**src/design/rpzp_pkg.sv**
```systemverilog
// Shared constants, types and glyph lookup for the rotate/project/z-buffer plotter.
package rpzp_pkg;

  localparam int MAX_CELLS = 8192;
  localparam int ADDR_W    = $clog2(MAX_CELLS);
  localparam int IDX_W     = 16;

  localparam int A_W   = 18;
  localparam int B_W   = 17;
  localparam int ACC_W = A_W + B_W + 2;

  localparam int DVD_W = 25;
  localparam int DVS_W = 16;

  localparam int CFG_IDX_W = 3;

  localparam logic [CFG_IDX_W-1:0] CFG_COS_FIRST     = 3'd0;
  localparam logic [CFG_IDX_W-1:0] CFG_SIN_FIRST     = 3'd1;
  localparam logic [CFG_IDX_W-1:0] CFG_COS_SECOND    = 3'd2;
  localparam logic [CFG_IDX_W-1:0] CFG_SIN_SECOND    = 3'd3;
  localparam logic [CFG_IDX_W-1:0] CFG_SCREEN_COLS   = 3'd4;
  localparam logic [CFG_IDX_W-1:0] CFG_SCREEN_ROWS   = 3'd5;
  localparam logic [CFG_IDX_W-1:0] CFG_VIEW_DISTANCE = 3'd6;

  localparam logic [7:0] GLYPH_BLANK = 8'd32;

  typedef struct packed {
    logic mul_en;
    logic acc_en;
    logic clr;
    logic sub;
  } mac_ctrl_t;

  typedef struct packed {
    logic              rd_en;
    logic              wr_en;
    logic [ADDR_W-1:0] addr;
    logic [7:0]        wr_glyph;
    logic [15:0]       wr_depth;
  } store_req_t;

  function automatic logic [7:0] glyph_of(input logic [2:0] face);
    logic [7:0] g;
    case (face)
      3'd0:    g = 8'h2E;
      3'd1:    g = 8'h3A;
      3'd2:    g = 8'h2D;
      3'd3:    g = 8'h3D;
      3'd4:    g = 8'h2B;
      3'd5:    g = 8'h2A;
      3'd6:    g = 8'h23;
      default: g = 8'h25;
    endcase
    return g;
  endfunction

endpackage

```
**src/design/rpzp_mac.sv**
```systemverilog
// Shared signed multiply-accumulate unit with a registered product.
module rpzp_mac import rpzp_pkg::*; (
  input  logic                    clk,
  input  mac_ctrl_t               ctrl,
  input  logic signed [A_W-1:0]   a,
  input  logic signed [B_W-1:0]   b,
  output logic signed [ACC_W-1:0] acc
);

  logic signed [A_W+B_W-1:0] prod;
  logic signed [ACC_W-1:0]   prod_ext;
  logic signed [ACC_W-1:0]   base;

  assign prod_ext = ACC_W'(prod);
  assign base     = ctrl.clr ? '0 : acc;

  always_ff @(posedge clk) begin
    if (ctrl.mul_en) begin
      prod <= a * b;
    end
    if (ctrl.acc_en) begin
      acc <= ctrl.sub ? (base - prod_ext) : (base + prod_ext);
    end
  end

endmodule

```
**config.mk**
```make
export PLATFORM = sky130hd
export DESIGN_NAME = rpzp_mac
export DESIGN_NICKNAME = d
export VERILOG_FILES = /design/src/design/rpzp_pkg.sv /design/src/design/rpzp_mac.sv
export SDC_FILE = /design/constraint.sdc
export NUM_CORES = 1
export LEC_CHECK = 0
export BUFFER_PORTS_ARGS = -buffer_cell sky130_fd_sc_hd__buf_2
export CORE_ASPECT_RATIO = 0.9
export CORE_MARGIN = 3
export CORE_UTILIZATION = 35
export CTS_CLUSTER_DIAMETER = 40
export DETAILED_ROUTE_END_ITERATION = 6
export PLACE_DENSITY_LB_ADDON = 0.15
export SYNTH_ARGS = -nofsm -noshare
export SYNTH_HDL_FRONTEND = slang
export SYNTH_SLANG_ARGS = --single-unit
```
**constraint.sdc**
```tcl
create_clock -name clk -period 6.7 [get_ports clk]
set_clock_uncertainty 0.15 [all_clocks]
set_input_delay 0.335 -clock clk [delete_from_list [all_inputs] [get_ports clk]]
set_output_delay 0.335 -clock clk [all_outputs]
set_load 0.05 [all_outputs]
```
==> results.md <==
- CTS buffer count: 9
- Final TNS setup: 0 ns
- CP endpoint kind: flop
- Req. time, crit path: 6.63 ns
- Core area: 0.0459 mm²
- Iter 0 DRT Violations: 548
- Syn Inst Count: 1,740
- Final setup fails: 0
- Number of cells on the worst hold path: 1
- Synth async-reset ratio: 0%
- Crit path max-delay family: adder cells
- Total GRT Usage: 16.8%
- Worst path bufs/invs: 5
- Post_cts resized: 0
- Seq/Total Area, Yosys: 13.1%
- Drt pass-1 iters: 6
- Die H: 212 µm
- DP Wirelength: 34,700 µm
- Met1 wire length: 22,000 µm
- Worst hold path class: input port to flop
- Initial antenna violation count: 0
- Crit path kind: input port to flop
- Status: finished, final reports clean
- Largest net degree at the start of global routing: 38
- Largest family of logic cells by synthesized area: adder cells
- Num ports: 77
- Share of cells above drive strength 1: 8.32%
- Worst endpoint data arrival time: 6.17 ns
- GP Congestion: 0.835
- Layout net count: 2,285
- DRT antenna net count: 0
- Area Overhead vs Synth: 9.13%
- Syn Nets: 2,216
- Worst r2r dst: acc[34]$_DFFE_PP_
- Metal3 WL: 1450 µm
- CTS clk-pin slew, worst paths: 0.05 ns
- Via/cell ratio: 4.79
- R2R Setup Slk: 2.16 ns
- # port buffers: 76
- Yosys cell types: 77
- Via Count: 11,600
- Root buffer cell: clkbuf_16
- Post-route DRC: 0
- Reg2Reg Depth: 15
- Routed wire per std cell: 16.8 µm
- Wire length on met2: 16,900 µm
- Post-Synth Adder-Cell Area: 47.3%
- Clock latency on the worst-skew pair: 0.33 ns
- Final Slew Violations: 0
- Flops & latches, synth: 72
- CP max stage delay: 0.75 ns
- TritonCTS Sinks: 72
- Compound-Gate Fraction of Synth Area: 8.22%
- Worst slew margin: 37.9%
- Simple-gate portion of the synthesized area: 16.7%
- Maximum clock insertion buffer count: 2
- Post-synthesis xor/xnor area fraction: 5.42%
- Worst Setup Start Kind: input port
- Top FF cell, synth: edfxtp_1
- H-tree level count: 3
- Initial Util: 35.9%
- Die area: 0.0497 mm²
- First-pass GRT wire length: 67,500 µm
- Crit path top cell by count: fa_1
- Avg Synthesized Cell Area: 9.47 µm²
- CP Max Fanout: 11
- Hold_buf cts: 0
- Post-synth EDFFs: 72
- Fin. Hold Viols: 0
- N_diodes: 0
- Hold path startpoint: ctrl[3]
- RSZ-0062 raised after global routing: false
- Crit path cell chain: buf_2, nand2_1, inv_1, fa_1, fa_1, fa_1, fa_1, fa_1, inv_1, fa_1, inv_1, ha_1, buf_4, o2111ai_1, nor3_1, o211ai_1, o211ai_1, a2111oi_0, nand2b_1, a311o_1, xnor2_1
- Post-CTS Setup Inserts: 0
- Grt ovf: 0
- Ys Warns: 0
- Max layer used: met4
- Die span in x: 235 µm
- Worst slew pin tran: 0.931 ns
- Fmax: 0.160 GHz
- Post-Route WL: 40,600 µm
- Crit. path cell count: 21
- CTS tree: done
- Vias in the first global route: 12,400
- Mapped cell area: 0.0165 mm²
- Worst r2r src: prod[3]$_DFFE_PP_
- Num rows: 74
- Hold EP: prod[34]$_DFFE_PP_
- Final period util: 93.1%
- Mux share of post-synthesis cell area: 0.0607%
- Slowest CP cell: fa_1
- Max Cap Viol: 0
- Period minus WS final: 6.24 ns
kinds of logic after synthesis:
logic type,Yosys count
buffers and inverters,397
XOR/XNOR,102
AO/OA/AOI/OAI,204
multiplexers,1
flip-flops,72
adder cells (fa/ha/maj),436
AND/OR/NAND/NOR,528
area by class of cell:
type / instances / area [µm²]
repair buffers: 117 / 701
clock buffers: 11 / 233
flip-flops and latches: 72 / 2160
inverters: 338 / 1270
well taps: 608 / 761
clock inverters: 5 / 47.5
fillers: 4683 / 27900
multi-input cells: 1271 / 12800
worst max-delay path by stage:
| stage | end | start |
|---|---|---|
| floorplan | prod[34]$_DFFE_PP_ | b[8] |
| global placement | prod[34]$_DFFE_PP_ | b[2] |
| detailed placement | prod[32]$_DFFE_PP_ | b[2] |
| CTS | prod[32]$_DFFE_PP_ | b[2] |
| global route | prod[34]$_DFFE_PP_ | b[8] |
| finish | prod[32]$_DFFE_PP_ | b[2] |
registers in the layout, summed over array words and instances (netlist names):
register / cells
prod: 35
acc: 37
worst register-to-register path: stages (launching register included):
cell and delay [ns]:
edfxtp_1 0.47, or4_4 0.55, nor4_4 0.22, and2_4 0.23, and3_4 0.23, a21oi_1 0.08, xnor2_1 0.20, ha_1 0.44
nand4_2 0.19, or2_1 0.28, or4_1 0.52, o32ai_2 0.18, or3_1 0.19, a31o_1 0.16, a21oi_2 0.06, xnor2_1 0.12
cell usage in the layout, fill, tap and decap left out, types with 4 or more instances in the layout:
master,synthesis,final
a211oi_1,9,9
a21o_1,20,20
a21oi_1,69,69
a221oi_1,4,4
a31oi_1,7,7
and2_1,157,157
buf_2,4,76
buf_4,0,40
clkbuf_16,0,9
edfxtp_1,72,72
fa_1,312,312
ha_1,124,124
inv_1,337,337
nand2_1,159,159
nand2b_1,13,13
nand3_1,19,19
nand4_1,6,6
nor2_1,75,75
nor2b_1,42,42
nor3_1,24,24
o211ai_1,6,6
o21a_1,9,9
o21ai_0,25,25
o21ai_1,4,4
o21bai_1,10,10
or3_1,6,6
xnor2_1,85,85
xor2_1,17,17
metal layers:
metal,vias up,track usage [%]
met3,19,2.02
met2,214,25.4
li1,5587,-
met1,5793,26.5
met4,0,1.96
met5,-,0
cell usage after synthesis, drive strengths merged, types with 6 or more instances:
library cell  number  share of area, %
a21oi             71               2.2
nand3             19              0.58
nor2              75               1.7
a31oi              7              0.27
a211oi             9              0.41
xor2              17              0.90
edfxtp            72                13
a21o              21              0.96
o21bai            10              0.46
and2             158               6.0
nor2b             42               1.6
nand2b            13              0.49
nand2            159               3.6
xnor2             85               4.5
nor3              25              0.83
clkbuf            52               1.2
o211ai             6              0.27
ha               124               9.4
inv              338               7.7
buf                7              0.24
fa               312                38
or3                6              0.23
o21a               9              0.41
nand4              7              0.30
o21ai             29              0.88
stage by stage:
step / cells / hold slack (ns) / cell area (µm²) / setup WS, ns / util (%)
5_1_grt: 2422 / 0.472 / 18000 / 0.163 / 39.2
4_1_cts: 2422 / 0.460 / 18000 / 0.378 / 39.2
3_5_place_dp: 2406 / 0.620 / 17700 / 0.0525 / 38.5
3_3_place_gp: 2406 / 0.632 / 17700 / 0.0360 / 38.5
2_1_floorplan: 1740 / 0.297 / 16500 / 0.421 / -
6_report: 2422 / 0.449 / 18000 / 0.461 / 39.2
Power is not shown: default switching activity piles up to over one toggle a cycle in this logic, so the estimate is an artifact.
