`config.mk`:
```
export PLATFORM = sky130hd
export DESIGN_NAME = rpzp_div
export DESIGN_NICKNAME = d
export VERILOG_FILES = /design/src/design/rpzp_pkg.sv /design/src/design/rpzp_div.sv
export SDC_FILE = /design/constraint.sdc
export NUM_CORES = 1
export LEC_CHECK = 0
export BUFFER_PORTS_ARGS = -buffer_cell sky130_fd_sc_hd__buf_2
export CORE_UTILIZATION = 45
export CTS_CLUSTER_SIZE = 25
export DETAILED_ROUTE_END_ITERATION = 8
export GPL_ROUTABILITY_DRIVEN = 0
export GPL_TIMING_DRIVEN = 0
export PLACE_DENSITY = 0.63
export SYNTH_ARGS = -nofsm -noshare
export SYNTH_HDL_FRONTEND = slang
export SYNTH_SLANG_ARGS = --single-unit
```
`constraint.sdc`:
```
create_clock -name clk -period 3.2 [get_ports clk]
set_input_delay 0.64 -clock clk [delete_from_list [all_inputs] [get_ports clk]]
set_output_delay 0.64 -clock clk [all_outputs]
set_load 0.05 [all_outputs]
```
`src/design/rpzp_pkg.sv`:
```
// Shared constants, types and glyph lookup for the rotate/project/z-buffer plotter.
package rpzp_pkg;

  localparam int MAX_CELLS = 8192;
  localparam int ADDR_W    = $clog2(MAX_CELLS);
  localparam int IDX_W     = 16;

  localparam int A_W   = 18;
  localparam int B_W   = 17;
  localparam int ACC_W = A_W + B_W + 2;

  localparam int DVD_W = 25;
  localparam int DVS_W = 16;

  localparam int CFG_IDX_W = 3;

  localparam logic [CFG_IDX_W-1:0] CFG_COS_FIRST     = 3'd0;
  localparam logic [CFG_IDX_W-1:0] CFG_SIN_FIRST     = 3'd1;
  localparam logic [CFG_IDX_W-1:0] CFG_COS_SECOND    = 3'd2;
  localparam logic [CFG_IDX_W-1:0] CFG_SIN_SECOND    = 3'd3;
  localparam logic [CFG_IDX_W-1:0] CFG_SCREEN_COLS   = 3'd4;
  localparam logic [CFG_IDX_W-1:0] CFG_SCREEN_ROWS   = 3'd5;
  localparam logic [CFG_IDX_W-1:0] CFG_VIEW_DISTANCE = 3'd6;

  localparam logic [7:0] GLYPH_BLANK = 8'd32;

  typedef struct packed {
    logic mul_en;
    logic acc_en;
    logic clr;
    logic sub;
  } mac_ctrl_t;

  typedef struct packed {
    logic              rd_en;
    logic              wr_en;
    logic [ADDR_W-1:0] addr;
    logic [7:0]        wr_glyph;
    logic [15:0]       wr_depth;
  } store_req_t;

  function automatic logic [7:0] glyph_of(input logic [2:0] face);
    logic [7:0] g;
    case (face)
      3'd0:    g = 8'h2E;
      3'd1:    g = 8'h3A;
      3'd2:    g = 8'h2D;
      3'd3:    g = 8'h3D;
      3'd4:    g = 8'h2B;
      3'd5:    g = 8'h2A;
      3'd6:    g = 8'h23;
      default: g = 8'h25;
    endcase
    return g;
  endfunction

endpackage

```
`src/design/rpzp_div.sv`:
```
// Restoring divider, one quotient bit per cycle.
module rpzp_div import rpzp_pkg::*; (
  input  logic             clk,
  input  logic             rst,
  input  logic             start,
  input  logic [DVD_W-1:0] dividend,
  input  logic [DVS_W-1:0] divisor,
  output logic             done,
  output logic [DVD_W-1:0] quotient
);

  localparam int CNT_W = $clog2(DVD_W);

  logic             running;
  logic [CNT_W-1:0] cnt;
  logic [DVS_W-1:0] rem;
  logic [DVS_W-1:0] den;
  logic [DVS_W:0]   shifted;
  logic [DVS_W:0]   diff;

  assign shifted  = {rem, quotient[DVD_W-1]};
  assign diff     = shifted - {1'b0, den};

  always_ff @(posedge clk) begin
    if (rst) begin
      running <= 1'b0;
      done    <= 1'b0;
      cnt     <= '0;
    end else begin
      done <= 1'b0;
      if (start) begin
        running <= 1'b1;
        cnt     <= CNT_W'(DVD_W - 1);
      end else if (running) begin
        cnt <= cnt - 1'b1;
        if (cnt == '0) begin
          running <= 1'b0;
          done    <= 1'b1;
        end
      end
    end
  end

  always_ff @(posedge clk) begin
    if (start) begin
      rem      <= '0;
      den      <= divisor;
      quotient <= dividend;
    end else if (running) begin
      if (!diff[DVS_W]) begin
        rem      <= diff[DVS_W-1:0];
        quotient <= {quotient[DVD_W-2:0], 1'b1};
      end else begin
        rem      <= shifted[DVS_W-1:0];
        quotient <= {quotient[DVD_W-2:0], 1'b0};
      end
    end
  end

endmodule

```
==> impl_metrics.env <==
export IMPL_outcome="finished, final reports clean"
export IMPL_final_common_cell="sky130_fd_sc_hd__buf_2"
export IMPL_setup_tns_final_ns=0
export IMPL_dp_hpwl_um=5010
export IMPL_worst_reg_to_reg_path_cell_count=11
export IMPL_ys_ff_latch=64
export IMPL_cts_inserted_buffers=9
export IMPL_antenna_violations_before_repair=0
export IMPL_grt_remaining_overflow=0
export IMPL_vias=2516
export IMPL_critPathLaunchType="flop"
export IMPL_clk_path_buf_depth=2
export IMPL_crit_buf_inv=2
export IMPL_finalNetCount=452
export IMPL_post_synth_top_area_fraction_pct=35.8
export IMPL_maxCapViolations=0
export IMPL_drtPass1Iterations=4
export IMPL_timing_hold_violations_final=0
export IMPL_clock_sinks=64
export IMPL_placement_cell_area_mm2=0.00391
export IMPL_most_used_cells_in_the_layout_excluding_fill_and_tap_cells="sky130_fd_sc_hd__buf_2 (69), sky130_fd_sc_hd__edfxtp_1 (41), sky130_fd_sc_hd__nor2_1 (28)"
export IMPL_die_area_mm2=0.00799
export IMPL_worst_path_dominant_cell_family="simple AND/OR/NAND/NOR gates"
export IMPL_postCtsSetupRepairBufs=0
export IMPL_hold_depth=1
export IMPL_layout_drive_gt1_share_pct=29.9
export IMPL_min_period_over_period_pct=85.3
export IMPL_synthDominantAreaCellType="sky130_fd_sc_hd__edfxtp_1"
export IMPL_delay_of_the_slowest_cell_on_the_worst_path_ns=0.40
export IMPL_worstPathRequired_ns=3.42
export IMPL_synth_simple_gate_area_share_pct=11.2
export IMPL_worstSetupPathType="flop to flop"
export IMPL_initial_utilization_pct=46.9
export IMPL_flow_area_growth_from_synthesis_pct=19.6
export IMPL_timing_final_max_slew_violations=0
export IMPL_ys_async_sr_fraction_pct=0
export IMPL_grt_pass1_vias=2478
export IMPL_ios=70
export IMPL_chipWidth_um=89.4
export IMPL_grtUsageTotal_pct=19.4
export IMPL_p_per_area_mw_per_mm2=581
export IMPL_highest_ir_drop_seen_on_vdd_mv=0.296
export IMPL_post_synthesis_instance_area_mm2=0.00344
export IMPL_slew_limit_headroom_pct=59.3
export IMPL_cts_repair_resized_insts=0
export IMPL_detail_route_iter0_violations=106
export IMPL_dieHeight_um=89.4
export IMPL_detailedPlace_worstSlack_ns=0.503
export IMPL_vias_per_cell=5.10
export IMPL_global_route_wire_length_before_repair_um=11600
export IMPL_ys_warnings_count=0
export IMPL_total_leakage_power_uw=0.00173
export IMPL_setup_violations=0
export IMPL_cp_end_kind="flop"
export IMPL_tightest_slew_ns=0.610
export IMPL_floorplan_rows=31
export IMPL_postSynthCellCount=309
export IMPL_placement_io_buffers=69
export IMPL_synth_top_family_by_area="multiplexers"
export IMPL_cp_data_arrival_time_ns=2.95
export IMPL_cp_max_fo=10
export IMPL_clock_skew_ns=0.00519
export IMPL_yosys_top_cells_area="sky130_fd_sc_hd__edfxtp_1 (36%), sky130_fd_sc_hd__dfxtp_1 (13%), sky130_fd_sc_hd__mux2_2 (8.2%)"
export IMPL_synth_xor_area_share_pct=4.81
export IMPL_final_worst_path_period_need_ns=2.73
export IMPL_hold_buffers=0
export IMPL_yosysUniqueCellTypes=46
export IMPL_timing_hold_worst_class="primary input to flop"
export IMPL_synth_seq_area_share_pct=49.2
export IMPL_final_setup_worst_slack_ns=0.472
export IMPL_setup_repair_after_global_routing_missed_its_margin="no"
export IMPL_reg2reg_setup_slack_ns=0.47
export IMPL_drt_antenna_violating_nets=0
export IMPL_source_to_sink_clock_delay_at_the_later_pin_of_the_worst_skew_pair_ns=0.34
export IMPL_post_synthesis_compound_gate_area_fraction_pct=11.5
export IMPL_synth_fa_ha_area_share_pct=7.14
export IMPL_clock_tree_htree_level_count=3
export IMPL_syn_avg_cell_area_um2=11.1
export IMPL_fp_coreArea_mm2=0.00733
export IMPL_wl_per_cell_um=14.1
export IMPL_final_area_mm2=0.00411
export IMPL_cts_tree="built"
export IMPL_yosys_most_used_dff="sky130_fd_sc_hd__edfxtp_1"
export IMPL_totalWireLength_um=6940
export IMPL_synthMuxAreaShare_pct=11.7
export IMPL_worst_path_stages=11
export IMPL_critical_path_cell_by_cell="inv_1 -> ha_1 -> fa_1 -> nand2b_1 -> a21oi_1 -> nor2_1 -> o211ai_2 -> xor2_2 -> buf_6 -> nor3_2 -> or3_1"
export IMPL_synth_edf_count=41
export IMPL_antenna_cells_inserted=0
export IMPL_post_synthesis_net_count=372
export IMPL_worst_setup_hold_path_clk_slew_ns=0.07
export IMPL_achievable_frequency_ghz=0.367
export IMPL_pin_count_of_the_biggest_net_entering_global_routing=26
export IMPL_route_detailed_drc=0
export IMPL_critical_path_slowest_cell="sky130_fd_sc_hd__fa_1"
export IMPL_tightest_hold_margin_ns=0.476
export IMPL_clk_root_buffer_cell="sky130_fd_sc_hd__clkbuf_8"
## through the flow
step,total power [µW],util [%],instances
after global routing,2500,56.1,493
after floorplan,1520,-,309
after detailed placement,1670,53.3,477
after CTS,2410,56.1,493
after global placement,1660,53.3,477
final,2390,56.1,493
## power by group
group / internal (µW) / leakage (µW) / total [µW] / switching, µW
Sequential: 969 / 0.000597 / 1010 / 44.7
Clock: 433 / 0.000102 / 735 / 302
Combinational: 244 / 0.00103 / 637 / 393
Total: 1650 / 0.00173 / 2390 / 740
## cell usage after synthesis, types with 2 or more instances
cell type / count
sky130_fd_sc_hd__o311ai_0: 2
sky130_fd_sc_hd__xor2_1: 10
sky130_fd_sc_hd__nand2_1: 14
sky130_fd_sc_hd__buf_6: 3
sky130_fd_sc_hd__nand3_1: 3
sky130_fd_sc_hd__a21o_1: 3
sky130_fd_sc_hd__a211oi_1: 13
sky130_fd_sc_hd__or3_1: 2
sky130_fd_sc_hd__mux2i_1: 12
sky130_fd_sc_hd__clkbuf_1: 9
sky130_fd_sc_hd__or3_2: 2
sky130_fd_sc_hd__dfxtp_1: 23
sky130_fd_sc_hd__nor2_1: 28
sky130_fd_sc_hd__nor3b_1: 2
sky130_fd_sc_hd__inv_1: 23
sky130_fd_sc_hd__nor3_1: 4
sky130_fd_sc_hd__xnor2_1: 7
sky130_fd_sc_hd__nor2b_1: 4
sky130_fd_sc_hd__nand2b_1: 7
sky130_fd_sc_hd__o21ai_0: 10
sky130_fd_sc_hd__edfxtp_1: 41
sky130_fd_sc_hd__mux2_2: 25
sky130_fd_sc_hd__nor4b_1: 2
sky130_fd_sc_hd__o21ai_1: 2
sky130_fd_sc_hd__ha_1: 18
sky130_fd_sc_hd__nand4_1: 2
sky130_fd_sc_hd__o211ai_1: 2
sky130_fd_sc_hd__o21a_1: 3
sky130_fd_sc_hd__a21oi_1: 16
## flip-flops by register name (all words and copies together), names as in the netlist
signal / cells
den: 16
rem: 16
running: 1
quotient: 25
cnt: 5
done: 1
## per-layer routing
| layer | global-route usage [%] | routed length [µm] |
|---|---|---|
| met1 | 25.5 | 3460 |
| met2 | 31.0 | 3120 |
| met3 | 4.34 | 269 |
| met4 | 8.37 | 90 |
| met5 | 0 | 0 |
## worst paths after layout
| path | startpoint | endpoint |
|---|---|---|
| setup / recovery | quotient[24] | rem[1] |
| hold / removal | divisor[7] | den[7] |
| setup reg to reg | quotient[24] | rem[1] |
| hold reg to reg | cnt[1] | cnt[1] |
## area by class of cell
cell class / count / area, µm²
fillers: 671 / 3220
flip-flops and latches: 64 / 1690
multi-input cells: 210 / 1590
repair buffers: 69 / 345
clock buffers: 11 / 131
well taps: 99 / 124
inverters: 23 / 86.3
clock inverters: 5 / 72.6
plain buffers: 12 / 67.6
## kinds of logic after synthesis
| group | after synthesis |
|---|---|
| DFF | 64 |
| muxes | 37 |
| buffers and inverters | 35 |
| and+or+nand+nor | 76 |
| xor gates and xnor gates | 18 |
| adders and majority gates | 19 |
| AOI/OAI and AO/OA | 60 |
(Power assumes the default switching activity.)
